==> config.mk <==
export PLATFORM = sky130hd
export DESIGN_NAME = http_message_framer_core
export DESIGN_NICKNAME = d
export VERILOG_FILES = /design/src/rtl/hmf_pkg.sv /design/src/rtl/hmf_front.sv /design/src/rtl/hmf_queue.sv /design/src/rtl/hmf_back.sv /design/src/rtl/http_message_framer_core.sv
export SDC_FILE = /design/constraint.sdc
export NUM_CORES = 1
export LEC_CHECK = 0
export BUFFER_PORTS_ARGS = -buffer_cell sky130_fd_sc_hd__buf_2
export CORE_AREA = 5 5 296 182
export DETAILED_ROUTE_END_ITERATION = 10
export DIE_AREA = 0 0 301 187
export HOLD_SLACK_MARGIN = 0.05
export PLACE_DENSITY = 0.7
export SETUP_SLACK_MARGIN = 0.2
export SYNTH_ARGS = -nofsm -noshare
export SYNTH_HDL_FRONTEND = slang
export SYNTH_SLANG_ARGS = --single-unit
==> constraint.sdc <==
create_clock -name clk -period 11.01 [get_ports clk]
set_input_delay 2.202 -clock clk [delete_from_list [all_inputs] [get_ports clk]]
set_output_delay 2.202 -clock clk [all_outputs]
set_load 0.01 [all_outputs]
==> src/rtl/hmf_pkg.sv <==
package hmf_pkg;

    // parse phase codes, also the parse_state output
    localparam logic [3:0] PH_HEADER    = 4'd0;
    localparam logic [3:0] PH_SIZE      = 4'd1;
    localparam logic [3:0] PH_DATA      = 4'd2;
    localparam logic [3:0] PH_EXT       = 4'd3;
    localparam logic [3:0] PH_TRAILER   = 4'd4;
    localparam logic [3:0] PH_LENGTH    = 4'd5;
    localparam logic [3:0] PH_WEBSOCKET = 4'd6;
    localparam logic [3:0] PH_DONE      = 4'd7;
    localparam logic [3:0] PH_ERROR     = 4'd8;

    // header name indexes
    localparam logic [1:0] KEY_CL = 2'd0;
    localparam logic [1:0] KEY_TE = 2'd1;
    localparam logic [1:0] KEY_WK = 2'd2;
    localparam logic [1:0] KEY_WA = 2'd3;

    localparam logic [5:0] MAX_LINES = 6'd32;
    localparam logic [8:0] VALUE_MAX = 9'd256;
    localparam logic [8:0] TOKEN_MAX = 9'd256;
    localparam logic [8:0] COL_MAX   = 9'd511;
    localparam logic [5:0] LIMIT_RESET = 6'd32;
    localparam logic [31:0] HEX_ACC_MAX = 32'h07FF_FFFF;
    localparam logic [31:0] LEN_MAX32 = 32'h7FFF_FFFF;
    localparam logic [31:0] DEC_LIMIT_LO = LEN_MAX32 / 32'd10;
    localparam logic [31:0] DEC_LIMIT_HI = (LEN_MAX32 - 32'd9) / 32'd10;

    localparam logic [7:0] CH_LF    = 8'h0A;
    localparam logic [7:0] CH_CR    = 8'h0D;
    localparam logic [7:0] CH_SPACE = 8'h20;

    // lower-case header names, right aligned
    localparam logic [159:0] KEY_CL_TEXT = "content-length";
    localparam logic [159:0] KEY_TE_TEXT = "transfer-encoding";
    localparam logic [159:0] KEY_WK_TEXT = "sec-websocket-key";
    localparam logic [159:0] KEY_WA_TEXT = "sec-websocket-accept";
    localparam logic [55:0]  CHUNKED_TEXT = "chunked";

    // one classified byte
    typedef struct packed {
        logic       op;
        logic [7:0] b;
        logic [7:0] lower;
        logic       is_digit;
        logic       is_hex;
        logic [3:0] nib;
        logic       is_space;
    } item_t;

    // head of the queue toward the back end
    typedef struct packed {
        logic  valid;
        item_t item;
    } head_t;

    function automatic item_t classify(input logic op, input logic [7:0] b);
        item_t r;
        r.op = op;
        r.b = b;
        r.lower = (b >= "A" && b <= "Z") ? b + 8'd32 : b;
        r.is_digit = (b >= "0" && b <= "9");
        r.is_space = (b == CH_SPACE) || (b >= 8'd9 && b <= 8'd13);
        r.is_hex = 1'b1;
        if (b >= "0" && b <= "9")
            r.nib = 4'(b - "0");
        else if (b >= "a" && b <= "f")
            r.nib = 4'(b - "a" + 8'd10);
        else if (b >= "A" && b <= "F")
            r.nib = 4'(b - "A" + 8'd10);
        else
        begin
            r.nib = 4'd0;
            r.is_hex = 1'b0;
        end
        return r;
    endfunction

    function automatic logic [4:0] key_len(input logic [1:0] k);
        logic [4:0] r;
        unique case (k)
            KEY_CL:  r = 5'd14;
            KEY_TE:  r = 5'd17;
            KEY_WK:  r = 5'd17;
            default: r = 5'd20;
        endcase
        return r;
    endfunction

    // character i of header name k, valid for i below its length
    function automatic logic [7:0] key_char(input logic [1:0] k, input logic [4:0] i);
        logic [159:0] s;
        logic [159:0] t;
        logic [4:0]   pos;
        unique case (k)
            KEY_CL:  s = KEY_CL_TEXT;
            KEY_TE:  s = KEY_TE_TEXT;
            KEY_WK:  s = KEY_WK_TEXT;
            default: s = KEY_WA_TEXT;
        endcase
        pos = key_len(k) - 5'd1 - i;
        t = s >> {pos, 3'b000};
        return t[7:0];
    endfunction

    function automatic logic [7:0] chunked_char(input logic [2:0] i);
        logic [55:0] t;
        logic [2:0]  pos;
        pos = 3'd6 - i;
        t = CHUNKED_TEXT >> {pos, 3'b000};
        return t[7:0];
    endfunction

    // largest accumulator that may take decimal digit d without overflow
    function automatic logic [31:0] dec_limit(input logic [3:0] d);
        return (d > 4'd7) ? DEC_LIMIT_HI : DEC_LIMIT_LO;
    endfunction

endpackage

==> src/rtl/hmf_front.sv <==
module hmf_front (
    input  logic                item_valid,
    output logic                item_stall,
    input  logic                operation,
    input  logic [7:0]          data_byte,
    input  logic                queue_full,
    output logic                push,
    output hmf_pkg::item_t      push_item
);

    // accept while the queue has room
    assign item_stall = queue_full;
    assign push = item_valid && !queue_full;

    // classify the byte once for the back end
    assign push_item = hmf_pkg::classify(operation, data_byte);

endmodule

==> src/rtl/hmf_queue.sv <==
module hmf_queue (
    input  logic           clk,
    input  logic           rst_n,
    input  logic           push,
    input  hmf_pkg::item_t push_item,
    input  logic           pop,
    output logic           full,
    output hmf_pkg::head_t head
);

    hmf_pkg::item_t ent_reg [2];
    logic [1:0] count_reg, count_next;
    logic       wr_ptr_reg, rd_ptr_reg;

    assign full = (count_reg == 2'd2);
    assign head.valid = (count_reg != 2'd0);
    assign head.item = ent_reg[rd_ptr_reg];

    always_comb
    begin
        count_next = count_reg;
        if (push && !pop)
            count_next = count_reg + 2'd1;
        else if (pop && !push)
            count_next = count_reg - 2'd1;
    end

    // pointers and fill count
    always_ff @(posedge clk or negedge rst_n)
    begin
        if (!rst_n)
        begin
            count_reg <= 2'd0;
            wr_ptr_reg <= 1'b0;
            rd_ptr_reg <= 1'b0;
        end
        else
        begin
            count_reg <= count_next;
            if (push)
                wr_ptr_reg <= !wr_ptr_reg;
            if (pop)
                rd_ptr_reg <= !rd_ptr_reg;
        end
    end

    // entry storage
    always_ff @(posedge clk)
    begin
        if (push)
            ent_reg[wr_ptr_reg] <= push_item;
    end

endmodule

==> src/rtl/hmf_back.sv <==
module hmf_back (
    input  logic           clk,
    input  logic           rst_n,
    input  hmf_pkg::head_t head,
    output logic           pop,
    input  logic [5:0]     line_limit,
    output logic           result_valid,
    input  logic           result_stall,
    output logic [3:0]     parse_state,
    output logic           payload_byte,
    output logic [9:0]     status_code,
    output logic [1:0]     http_version,
    output logic [30:0]    body_length
);

    // value parse modes
    localparam logic [2:0] VM_SKIP    = 3'd0;
    localparam logic [2:0] VM_LEADING = 3'd1;
    localparam logic [2:0] VM_SIGNED  = 3'd2;
    localparam logic [2:0] VM_DIGITS  = 3'd3;
    localparam logic [2:0] VM_BAD     = 3'd4;

    // status line modes
    localparam logic [2:0] SM_VERSION = 3'd0;
    localparam logic [2:0] SM_SPACES  = 3'd1;
    localparam logic [2:0] SM_TOKEN   = 3'd2;
    localparam logic [2:0] SM_DONE    = 3'd3;
    localparam logic [2:0] SM_BAD     = 3'd4;

    typedef struct packed {
        logic [3:0]  phase;
        logic [8:0]  col;
        logic [5:0]  lcnt;
        logic [4:0]  nm;
        logic [3:0]  found;
        logic [3:0]  verdict;
        logic [31:0] acc;
        logic [9:0]  status;
        logic [1:0]  version;
        logic [30:0] declared;
        logic [30:0] remaining;
        logic [8:0]  span;
        logic [2:0]  vmode;
        logic        neg;
        logic        mism;
        logic [2:0]  smode;
        logic        crp;
    } st_t;

    localparam st_t ST_RESET = '{phase: hmf_pkg::PH_HEADER, nm: 5'b01111, default: '0};

    st_t  st_reg, st_next;
    logic payload_reg, payload_next;
    logic valid_reg;

    function automatic st_t clear_line(st_t s);
        st_t r;
        r = s;
        r.col = '0;
        r.nm = {1'b0, ~s.found};
        r.acc = '0;
        r.span = '0;
        r.vmode = VM_SKIP;
        r.neg = 1'b0;
        r.mism = 1'b0;
        r.smode = SM_VERSION;
        r.crp = 1'b0;
        return r;
    endfunction

    function automatic st_t clear_all(st_t s);
        st_t r;
        r = s;
        r.phase = hmf_pkg::PH_HEADER;
        r.lcnt = '0;
        r.found = '0;
        r.verdict = '0;
        r.status = '0;
        r.version = '0;
        r.declared = '0;
        r.remaining = '0;
        return clear_line(r);
    endfunction

    function automatic logic [1:0] active_key(logic [4:0] nm);
        logic [1:0] k;
        k = hmf_pkg::KEY_CL;
        for (int i = 3; i >= 0; i--)
            if (nm[i])
                k = 2'(i);
        return k;
    endfunction

    // version and code on the first line
    function automatic st_t status_byte(st_t s, hmf_pkg::item_t it, logic [8:0] c);
        st_t r;
        logic [7:0] b;
        r = s;
        b = it.b;
        if (r.smode == SM_VERSION)
        begin
            if (c == 9'd5 && b != "1")
                r.smode = SM_BAD;
            else if (c == 9'd6 && b != ".")
                r.smode = SM_BAD;
            else if (c == 9'd7)
            begin
                if (b == "1")
                    r.version = 2'd2;
                else if (b == "0")
                    r.version = 2'd1;
                else
                    r.smode = SM_BAD;
            end
            else if (c == 9'd8)
                r.smode = SM_SPACES;
        end
        else
        begin
            if (r.smode == SM_SPACES && b != hmf_pkg::CH_SPACE)
                r.smode = SM_TOKEN;
            if (r.smode == SM_TOKEN)
            begin
                if (b == hmf_pkg::CH_SPACE)
                    r.smode = SM_DONE;
                else
                begin
                    r.span = r.span + 9'd1;
                    if (r.span >= hmf_pkg::TOKEN_MAX)
                        r.smode = SM_BAD;
                    else if (r.span == 9'd1 && b == "-")
                        r.neg = 1'b1;
                    else if (it.is_digit)
                    begin
                        r.acc = r.acc * 32'd10 + 32'(it.nib);
                        if (r.acc > 32'd999)
                            r.smode = SM_BAD;
                    end
                    else
                        r.smode = SM_BAD;
                end
            end
        end
        return r;
    endfunction

    // header value after a matched name
    function automatic st_t value_byte(st_t s, hmf_pkg::item_t it, logic [1:0] k);
        st_t r;
        logic skip;
        r = s;
        skip = 1'b0;
        if (r.vmode == VM_SKIP)
        begin
            if (it.b == hmf_pkg::CH_SPACE || it.b == ":")
                skip = 1'b1;
            else
                r.vmode = VM_LEADING;
        end
        if (!skip)
        begin
            if (r.span < hmf_pkg::VALUE_MAX)
                r.span = r.span + 9'd1;
            if (k == hmf_pkg::KEY_TE && r.span <= 9'd7
                && it.b != hmf_pkg::chunked_char(3'(r.span - 9'd1)))
                r.mism = 1'b1;
            if (k == hmf_pkg::KEY_CL && r.vmode != VM_BAD)
            begin
                if (r.vmode == VM_LEADING && !it.is_digit)
                begin
                    if (!it.is_space)
                    begin
                        if (it.b == "+" || it.b == "-")
                        begin
                            r.neg = (it.b == "-");
                            r.vmode = VM_SIGNED;
                        end
                        else
                            r.vmode = VM_BAD;
                    end
                end
                else if (!it.is_digit)
                    r.vmode = VM_BAD;
                else
                begin
                    r.vmode = VM_DIGITS;
                    if (r.acc > hmf_pkg::dec_limit(it.nib))
                        r.vmode = VM_BAD;
                    else
                        r.acc = r.acc * 32'd10 + 32'(it.nib);
                end
            end
        end
        return r;
    endfunction

    // one content byte of a header line
    function automatic st_t header_content(st_t s, hmf_pkg::item_t it);
        st_t r;
        logic [8:0] c;
        logic [8:0] len;
        r = s;
        c = s.col;
        if (s.lcnt == 6'd0)
            r = status_byte(r, it, c);
        if (r.nm[4])
            r = value_byte(r, it, active_key(r.nm));
        else
        begin
            for (int k = 0; k < 4; k++)
            begin
                len = {4'd0, hmf_pkg::key_len(2'(k))};
                if (r.nm[k] && c < len
                    && it.lower != hmf_pkg::key_char(2'(k), c[4:0]))
                    r.nm[k] = 1'b0;
            end
            for (int k = 0; k < 4; k++)
            begin
                len = {4'd0, hmf_pkg::key_len(2'(k))};
                if (r.nm[k] && c + 9'd1 == len)
                    r.nm[4] = 1'b1;
            end
        end
        if (r.col < hmf_pkg::COL_MAX)
            r.col = r.col + 9'd1;
        return r;
    endfunction

    function automatic st_t count_line(st_t s, logic [5:0] limit);
        st_t r;
        logic [5:0] lim;
        r = s;
        lim = (limit < hmf_pkg::MAX_LINES) ? limit : hmf_pkg::MAX_LINES;
        if (r.lcnt < lim)
            r.lcnt = r.lcnt + 6'd1;
        else
            r.phase = hmf_pkg::PH_ERROR;
        return r;
    endfunction

    // framing choice at the empty line
    function automatic st_t decide(st_t s);
        st_t r;
        r = s;
        if (r.verdict[hmf_pkg::KEY_CL])
        begin
            r.remaining = r.declared;
            r.phase = (r.declared == 31'd0) ? hmf_pkg::PH_DONE : hmf_pkg::PH_LENGTH;
        end
        else if (r.verdict[hmf_pkg::KEY_TE])
        begin
            r.declared = '0;
            r.phase = hmf_pkg::PH_SIZE;
            r = clear_line(r);
        end
        else if (r.verdict[3:2] != 2'd0)
            r.phase = hmf_pkg::PH_WEBSOCKET;
        else
            r.phase = (r.status == 10'd200) ? hmf_pkg::PH_ERROR : hmf_pkg::PH_DONE;
        return r;
    endfunction

    function automatic st_t header_line_end(st_t s, logic [5:0] limit);
        st_t r;
        logic [1:0] k;
        logic too_long, good;
        r = s;
        if (r.col == 9'd0)
            return decide(r);
        if (r.lcnt == 6'd0)
            r.status = ((r.smode == SM_TOKEN || r.smode == SM_DONE) && !r.neg)
                       ? r.acc[9:0] : 10'd0;
        if (r.nm[4])
        begin
            k = active_key(r.nm);
            too_long = (r.span >= hmf_pkg::VALUE_MAX);
            if (k == hmf_pkg::KEY_CL)
                good = !too_long && r.vmode == VM_DIGITS && !(r.neg && r.acc != 32'd0);
            else if (k == hmf_pkg::KEY_TE)
                good = !too_long && r.span >= 9'd7 && !r.mism;
            else
                good = !too_long;
            r.found[k] = 1'b1;
            if (good)
            begin
                r.verdict[k] = 1'b1;
                if (k == hmf_pkg::KEY_CL)
                    r.declared = r.neg ? 31'd0 : r.acc[30:0];
            end
        end
        r = count_line(r, limit);
        return clear_line(r);
    endfunction

    // header and trailer lines
    function automatic st_t line_step(st_t s, hmf_pkg::item_t it, logic hdr, logic [5:0] limit);
        st_t r;
        r = s;
        if (it.b == hmf_pkg::CH_LF)
        begin
            r.crp = 1'b0;
            if (hdr)
                r = header_line_end(r, limit);
            else if (r.col == 9'd0)
                r.phase = hmf_pkg::PH_DONE;
            else
                r = clear_line(count_line(r, limit));
        end
        else
        begin
            if (r.crp)
            begin
                r.crp = 1'b0;
                if (hdr)
                    r = header_content(r, hmf_pkg::classify(1'b0, hmf_pkg::CH_CR));
                else if (r.col < hmf_pkg::COL_MAX)
                    r.col = r.col + 9'd1;
            end
            if (it.b == hmf_pkg::CH_CR)
                r.crp = 1'b1;
            else if (hdr)
                r = header_content(r, it);
            else if (r.col < hmf_pkg::COL_MAX)
                r.col = r.col + 9'd1;
        end
        return r;
    endfunction

    function automatic st_t size_end(st_t s, logic ext);
        st_t r;
        logic [31:0] sum;
        r = s;
        sum = {1'b0, r.declared} + r.acc;
        if (r.span == 9'd0 || (r.neg && r.acc != 32'd0))
            r.phase = hmf_pkg::PH_ERROR;
        else if (r.acc == 32'd0)
        begin
            r.remaining = '0;
            r.phase = ext ? hmf_pkg::PH_EXT : hmf_pkg::PH_TRAILER;
            r = clear_line(r);
        end
        else if (sum[31])
            r.phase = hmf_pkg::PH_ERROR;
        else
        begin
            r.declared = sum[30:0];
            r.remaining = r.acc[30:0];
            r.phase = ext ? hmf_pkg::PH_EXT : hmf_pkg::PH_DATA;
            r.crp = 1'b0;
        end
        return r;
    endfunction

    // hex chunk size line
    function automatic st_t size_byte(st_t s, hmf_pkg::item_t it);
        st_t r;
        r = s;
        if (it.b == hmf_pkg::CH_LF)
            r = size_end(r, 1'b0);
        else if (r.crp)
            r.phase = hmf_pkg::PH_ERROR;
        else if (it.b == hmf_pkg::CH_CR)
            r.crp = 1'b1;
        else if (it.b == ";")
            r = size_end(r, 1'b1);
        else if (it.b == "-" && r.col == 9'd0)
            r.neg = 1'b1;
        else if (!it.is_hex || r.acc > hmf_pkg::HEX_ACC_MAX)
            r.phase = hmf_pkg::PH_ERROR;
        else
        begin
            r.acc = {r.acc[27:0], it.nib};
            r.span = 9'd1;
        end
        if (it.b != hmf_pkg::CH_LF && !s.crp && it.b != hmf_pkg::CH_CR && it.b != ";"
            && r.phase != hmf_pkg::PH_ERROR && r.col < hmf_pkg::COL_MAX)
            r.col = r.col + 9'd1;
        return r;
    endfunction

    assign pop = head.valid && (!valid_reg || !result_stall);

    // one message step per popped transaction
    always_comb
    begin
        hmf_pkg::item_t it;
        it = head.item;
        st_next = st_reg;
        payload_next = 1'b0;
        if (it.op)
            st_next = clear_all(st_reg);
        else
        begin
            unique case (st_reg.phase)
                hmf_pkg::PH_HEADER:  st_next = line_step(st_reg, it, 1'b1, line_limit);
                hmf_pkg::PH_TRAILER: st_next = line_step(st_reg, it, 1'b0, line_limit);
                hmf_pkg::PH_SIZE:    st_next = size_byte(st_reg, it);
                hmf_pkg::PH_DATA:
                begin
                    if (st_reg.remaining != 31'd0)
                    begin
                        st_next.remaining = st_reg.remaining - 31'd1;
                        payload_next = 1'b1;
                    end
                    else if (it.b == hmf_pkg::CH_LF)
                    begin
                        st_next.phase = hmf_pkg::PH_SIZE;
                        st_next = clear_line(st_next);
                    end
                    else if (!st_reg.crp && it.b == hmf_pkg::CH_CR)
                        st_next.crp = 1'b1;
                    else
                        st_next.phase = hmf_pkg::PH_ERROR;
                end
                hmf_pkg::PH_EXT:
                begin
                    if (it.b == hmf_pkg::CH_LF)
                    begin
                        st_next.phase = (st_reg.remaining != 31'd0)
                                        ? hmf_pkg::PH_DATA : hmf_pkg::PH_TRAILER;
                        st_next = clear_line(st_next);
                    end
                end
                hmf_pkg::PH_LENGTH:
                begin
                    payload_next = 1'b1;
                    if (st_reg.remaining != 31'd0)
                        st_next.remaining = st_reg.remaining - 31'd1;
                    if (st_next.remaining == 31'd0)
                        st_next.phase = hmf_pkg::PH_DONE;
                end
                default: st_next = st_reg;
            endcase
        end
    end

    // parse state and result register
    always_ff @(posedge clk or negedge rst_n)
    begin
        if (!rst_n)
        begin
            st_reg <= ST_RESET;
            payload_reg <= 1'b0;
            valid_reg <= 1'b0;
        end
        else if (pop)
        begin
            st_reg <= st_next;
            payload_reg <= payload_next;
            valid_reg <= 1'b1;
        end
        else if (!result_stall)
            valid_reg <= 1'b0;
    end

    assign result_valid = valid_reg;
    assign parse_state = st_reg.phase;
    assign payload_byte = payload_reg;
    assign status_code = st_reg.status;
    assign http_version = st_reg.version;
    assign body_length = st_reg.declared;

endmodule

==> src/rtl/http_message_framer_core.sv <==
// HTTP/1.x message framer: takes one byte per cycle while item_stall is low and
// returns one result per byte, sustaining one byte per clock unless results stall.
// Each byte is registered into the classify queue, then parsed from the queue head
// into the state register, which holds the whole message state and is updated once
// per byte. A stalled result holds the parser, and the two-entry queue then fills
// and stalls the input. The user must write header_line_limit only while no
// transaction is in flight; the block itself does not enforce it.
module http_message_framer_core (
    input  logic        clk,
    input  logic        rst_n,
    input  logic        item_valid,
    output logic        item_stall,
    input  logic        operation,
    input  logic [7:0]  data_byte,
    input  logic        burst_end,
    output logic        result_valid,
    input  logic        result_stall,
    output logic [3:0]  parse_state,
    output logic        payload_byte,
    output logic [9:0]  status_code,
    output logic [1:0]  http_version,
    output logic [30:0] body_length,
    input  logic        config_write,
    input  logic [5:0]  config_data
);

    logic           queue_full;
    logic           push;
    hmf_pkg::item_t push_item;
    logic           pop;
    hmf_pkg::head_t head;
    logic [5:0]     limit_reg;

    // header line limit register
    always_ff @(posedge clk or negedge rst_n)
    begin
        if (!rst_n)
            limit_reg <= hmf_pkg::LIMIT_RESET;
        else if (config_write)
            limit_reg <= config_data;
    end

    hmf_front u_front (
        .item_valid (item_valid),
        .item_stall (item_stall),
        .operation  (operation),
        .data_byte  (data_byte),
        .queue_full (queue_full),
        .push       (push),
        .push_item  (push_item)
    );

    hmf_queue u_queue (
        .clk       (clk),
        .rst_n     (rst_n),
        .push      (push),
        .push_item (push_item),
        .pop       (pop),
        .full      (queue_full),
        .head      (head)
    );

    hmf_back u_back (
        .clk          (clk),
        .rst_n        (rst_n),
        .head         (head),
        .pop          (pop),
        .line_limit   (limit_reg),
        .result_valid (result_valid),
        .result_stall (result_stall),
        .parse_state  (parse_state),
        .payload_byte (payload_byte),
        .status_code  (status_code),
        .http_version (http_version),
        .body_length  (body_length)
    );

endmodule

==> impl_metrics.ini <==
[final_layout]
areaGrowthSynthToFinish_pct = 5.99
num_antenna_cells = 0
fill_cells = 4861
largest_reg_flops = 109
final_util_pct = 52.6
seqCellArea_mm2 = 0.00535
multi_input_area_mm2 = 0.0184
layout.nets = 3433
drive_gt1_share_pct = 8.99

[hold_path]
whs_endpoint = u_queue.wr_ptr_reg
hold_class = flop to flop
whs_path_depth = 1
worstHoldStart = u_queue.wr_ptr_reg

[synthesis]
yosysWarnings = 0
ys_ff_latch = 206
synth_edf_count = 38
async_flop_share_pct = 81.6
ys_types = 111
syn-cell-area_mm2 = 0.0251
seq_area_frac_synth_pct = 21.3
synth_nets = 3482
syn_inst = 3235
synth_top_area_share_pct = 16.3
ys.flop_type = dfrtp_1
synth_area_leaders = dfrtp_1 16%, ha_1 11%, xnor2_1 5.3%, o21ai_0 4.8%, a21oi_1 4.6%
synth_top_area_cell = dfrtp_1
syn_area_per_cell_um2 = 7.76

[run]
drv_cap = 0

[drt]
wl_per_cell_um = 22.9
vias_per_cell = 6.70
via_count = 26100
dr.pass1.iters = 7
drc = 0
wl_um = 89300
ant_nets = 0
dr.first_iter.drc_count = 3666

[global_route]
grt_util_all_layers_pct = 30.1
grt_start_max_net_pins = 67
grt_pass1_wl_um = 138000
grt_antenna_before_repair = 1
first_global_vias = 24000
grt_overflow = 0

[critical_path]
rr_worst_depth = 35
slowest_delay_ns = 0.57
critPathSlowestCell = nor3b_4
timing.rr.end = u_back.st_reg[123]
crit_top_cell = ha_1
worstPathArrival_ns = 10.42
cp.required_ns = 11.47
path_max_fanout = 47
critical_path_class = flop to flop
r2r_slack_ns = 1.05
crit_path_end_kind = flop
r2r-start = u_back.st_reg[137]
startpoint_type = flop

[sta]
max_freq_mhz = 100
setup_viol = 0
setup_tns_ns = 0
grt_setup_unrepaired = no
worst_pin_slew_ns = 1.34
period_share_pct = 90.4
clock_skew_ns = 0.0246
min_period_ns = 9.96
maxSlewViolCount = 0
hold_viol = 0
max_slew_margin_pct = 10.7

[place]
place_congestion = 0.987
hpwlAfterDp_um = 67500
port_buffers = 69

[floorplanning]
die_w_um = 301
die-area_mm2 = 0.0563
dieHeight_um = 187
core_mm2 = 0.0506
initial_core_util_pct = 49.6
ios = 71
rows = 64

[clock_tree]
path_clk_slew_ns = 0.06
numCtsBuffers = 25
postCtsHoldBufs = 0
cts.sinks = 206
cts_root_buf = clkbuf_16
cts.htree.levels = 1
cts_buffer_depth = 3
clock_latency_ns = 0.57
cts_tree = done
ctsResizeCount = 0
post_cts_buffers = 0

[status]
outcome = complete, no violations

[pwr]
max-vdd-ir-drop_uv = 145
powerDensity_mw_per_mm2 = 185
p_leak_nw = 11.4
per-layer routing:
layer / share of wire (%) / vias to the layer above / GRT usage (%)
met3: 14 / 195 / 9.08
met5: 0 / - / 0
met2: 39 / 1617 / 40.7
met4: 2.4 / 0 / 6.33
li1: - / 11900 / -
met1: 45 / 12400 / 46.6
power by group:
| part | leakage (nW) | total [mW] | internal [mW] | switching [mW] |
|---|---|---|---|---|
| clock | 0.378 | 0.835 | 0.449 | 0.386 |
| combinational | 8.45 | 2.87 | 1.01 | 1.87 |
| sequential | 2.58 | 1.20 | 0.950 | 0.250 |
| total | 11.4 | 4.91 | 2.41 | 2.50 |
critical path: cells and delay by family, from the launching register on:
kind / cells / cell delay [ns]
buffers and inverters: 3 / 0.75
multiplexers: 2 / 0.76
XOR/XNOR: 2 / 0.60
AND/OR/NAND/NOR: 15 / 4.26
flip-flops: 1 / 0.40
AO/OA/AOI/OAI: 9 / 1.89
adder cells (fa/ha/maj): 4 / 1.15
final cells by class:
class	instances	share of cell area (%)
repair buffers	122	2.82
well taps	693	3.26
clock buffers	35	2.61
flip-flops and latches	206	20.1
inverters	120	1.69
multi-input cells	2711	69.1
clock inverters	11	0.362
how the worst max path moves through the flow:
stage	startpoint	endpoint	slack, ns	cells past startpoint
final	u_back.st_reg[137]	u_back.st_reg[123]	1.05	35
after global routing	u_back.st_reg[137]	u_back.st_reg[123]	0.25	35
after CTS	u_back.st_reg[137]	u_back.st_reg[123]	1.28	35
after detailed placement	u_back.st_reg[137]	u_back.st_reg[123]	1.32	35
after global placement	u_back.st_reg[137]	u_back.st_reg[123]	1.57	35
after floorplan	u_back.st_reg[137]	u_back.st_reg[123]	2.78	40
per-stage QoR:
step	setup WS (ns)	hold slack [ns]	instances	total power [mW]	cell area [um^2]
6_report	1.05	0.490	3898	4.91	26600
2_1_floorplan	2.78	0.461	3235	3.18	25100
3_3_place_gp	1.57	0.467	3852	3.87	25800
5_1_grt	0.247	0.533	3898	5.21	26600
4_1_cts	1.28	0.494	3898	4.81	26600
3_5_place_dp	1.32	0.481	3852	3.97	25800
Yosys cell counts (12+ instances only):
master	number
nor2_1	281
a21boi_0	17
dfrtp_1	163
a211oi_1	24
nor3_1	106
or3_1	30
xnor2_1	151
clkbuf_1	123
ha_1	221
or4_1	24
a221oi_1	18
a221o_1	14
o21bai_1	22
o31ai_1	33
and2_1	27
xor2_1	94
a22oi_1	72
a31oi_1	57
o21a_1	15
and3_1	34
nand3_1	110
buf_2	12
nor3b_1	12
mux2i_1	56
o22ai_1	14
nor2b_1	33
a21o_1	39
o21ai_0	242
edfxtp_1	38
o211ai_1	22
nor4_1	52
inv_1	119
a21oi_1	230
buf_4	50
mux2_2	44
nand2_1	292
nand4_1	42
nand2b_1	39
or2_2	21
cell families (layout without fill, tap and decap cells):
kind of cell / count (synthesis) / in the layout / synth area share (%)
compound gates: 972 / 972 / 25.3
xor+xnor: 248 / 248 / 8.74
fa+ha+maj: 226 / 226 / 11.4
buf+inv: 318 / 288 / 5.60
flops: 206 / 206 / 21.3
mux: 104 / 104 / 4.48
simple gates: 1161 / 1161 / 23.1
layout by cell type (no fill, tap or decap), types with 24 or more instances in the layout:
cell	count
mux2_2	44
nand4_1	42
o31ai_1	33
nand2b_1	39
buf_4	53
nor2_1	279
and3_1	34
nand2_1	291
a22oi_1	72
xnor2_1	150
inv_1	119
mux2i_1	54
or3_1	30
ha_1	221
dfrtp_1	163
or4_1	24
clkbuf_16	25
a21o_1	39
a211oi_1	24
nor2b_1	33
xor2_1	94
a31oi_1	57
o21ai_0	242
nor3_1	104
a21oi_1	229
buf_2	68
nor4_1	52
nand3_1	110
edfxtp_1	38
and2_1	27
Power figures use the tool's default switching activity.
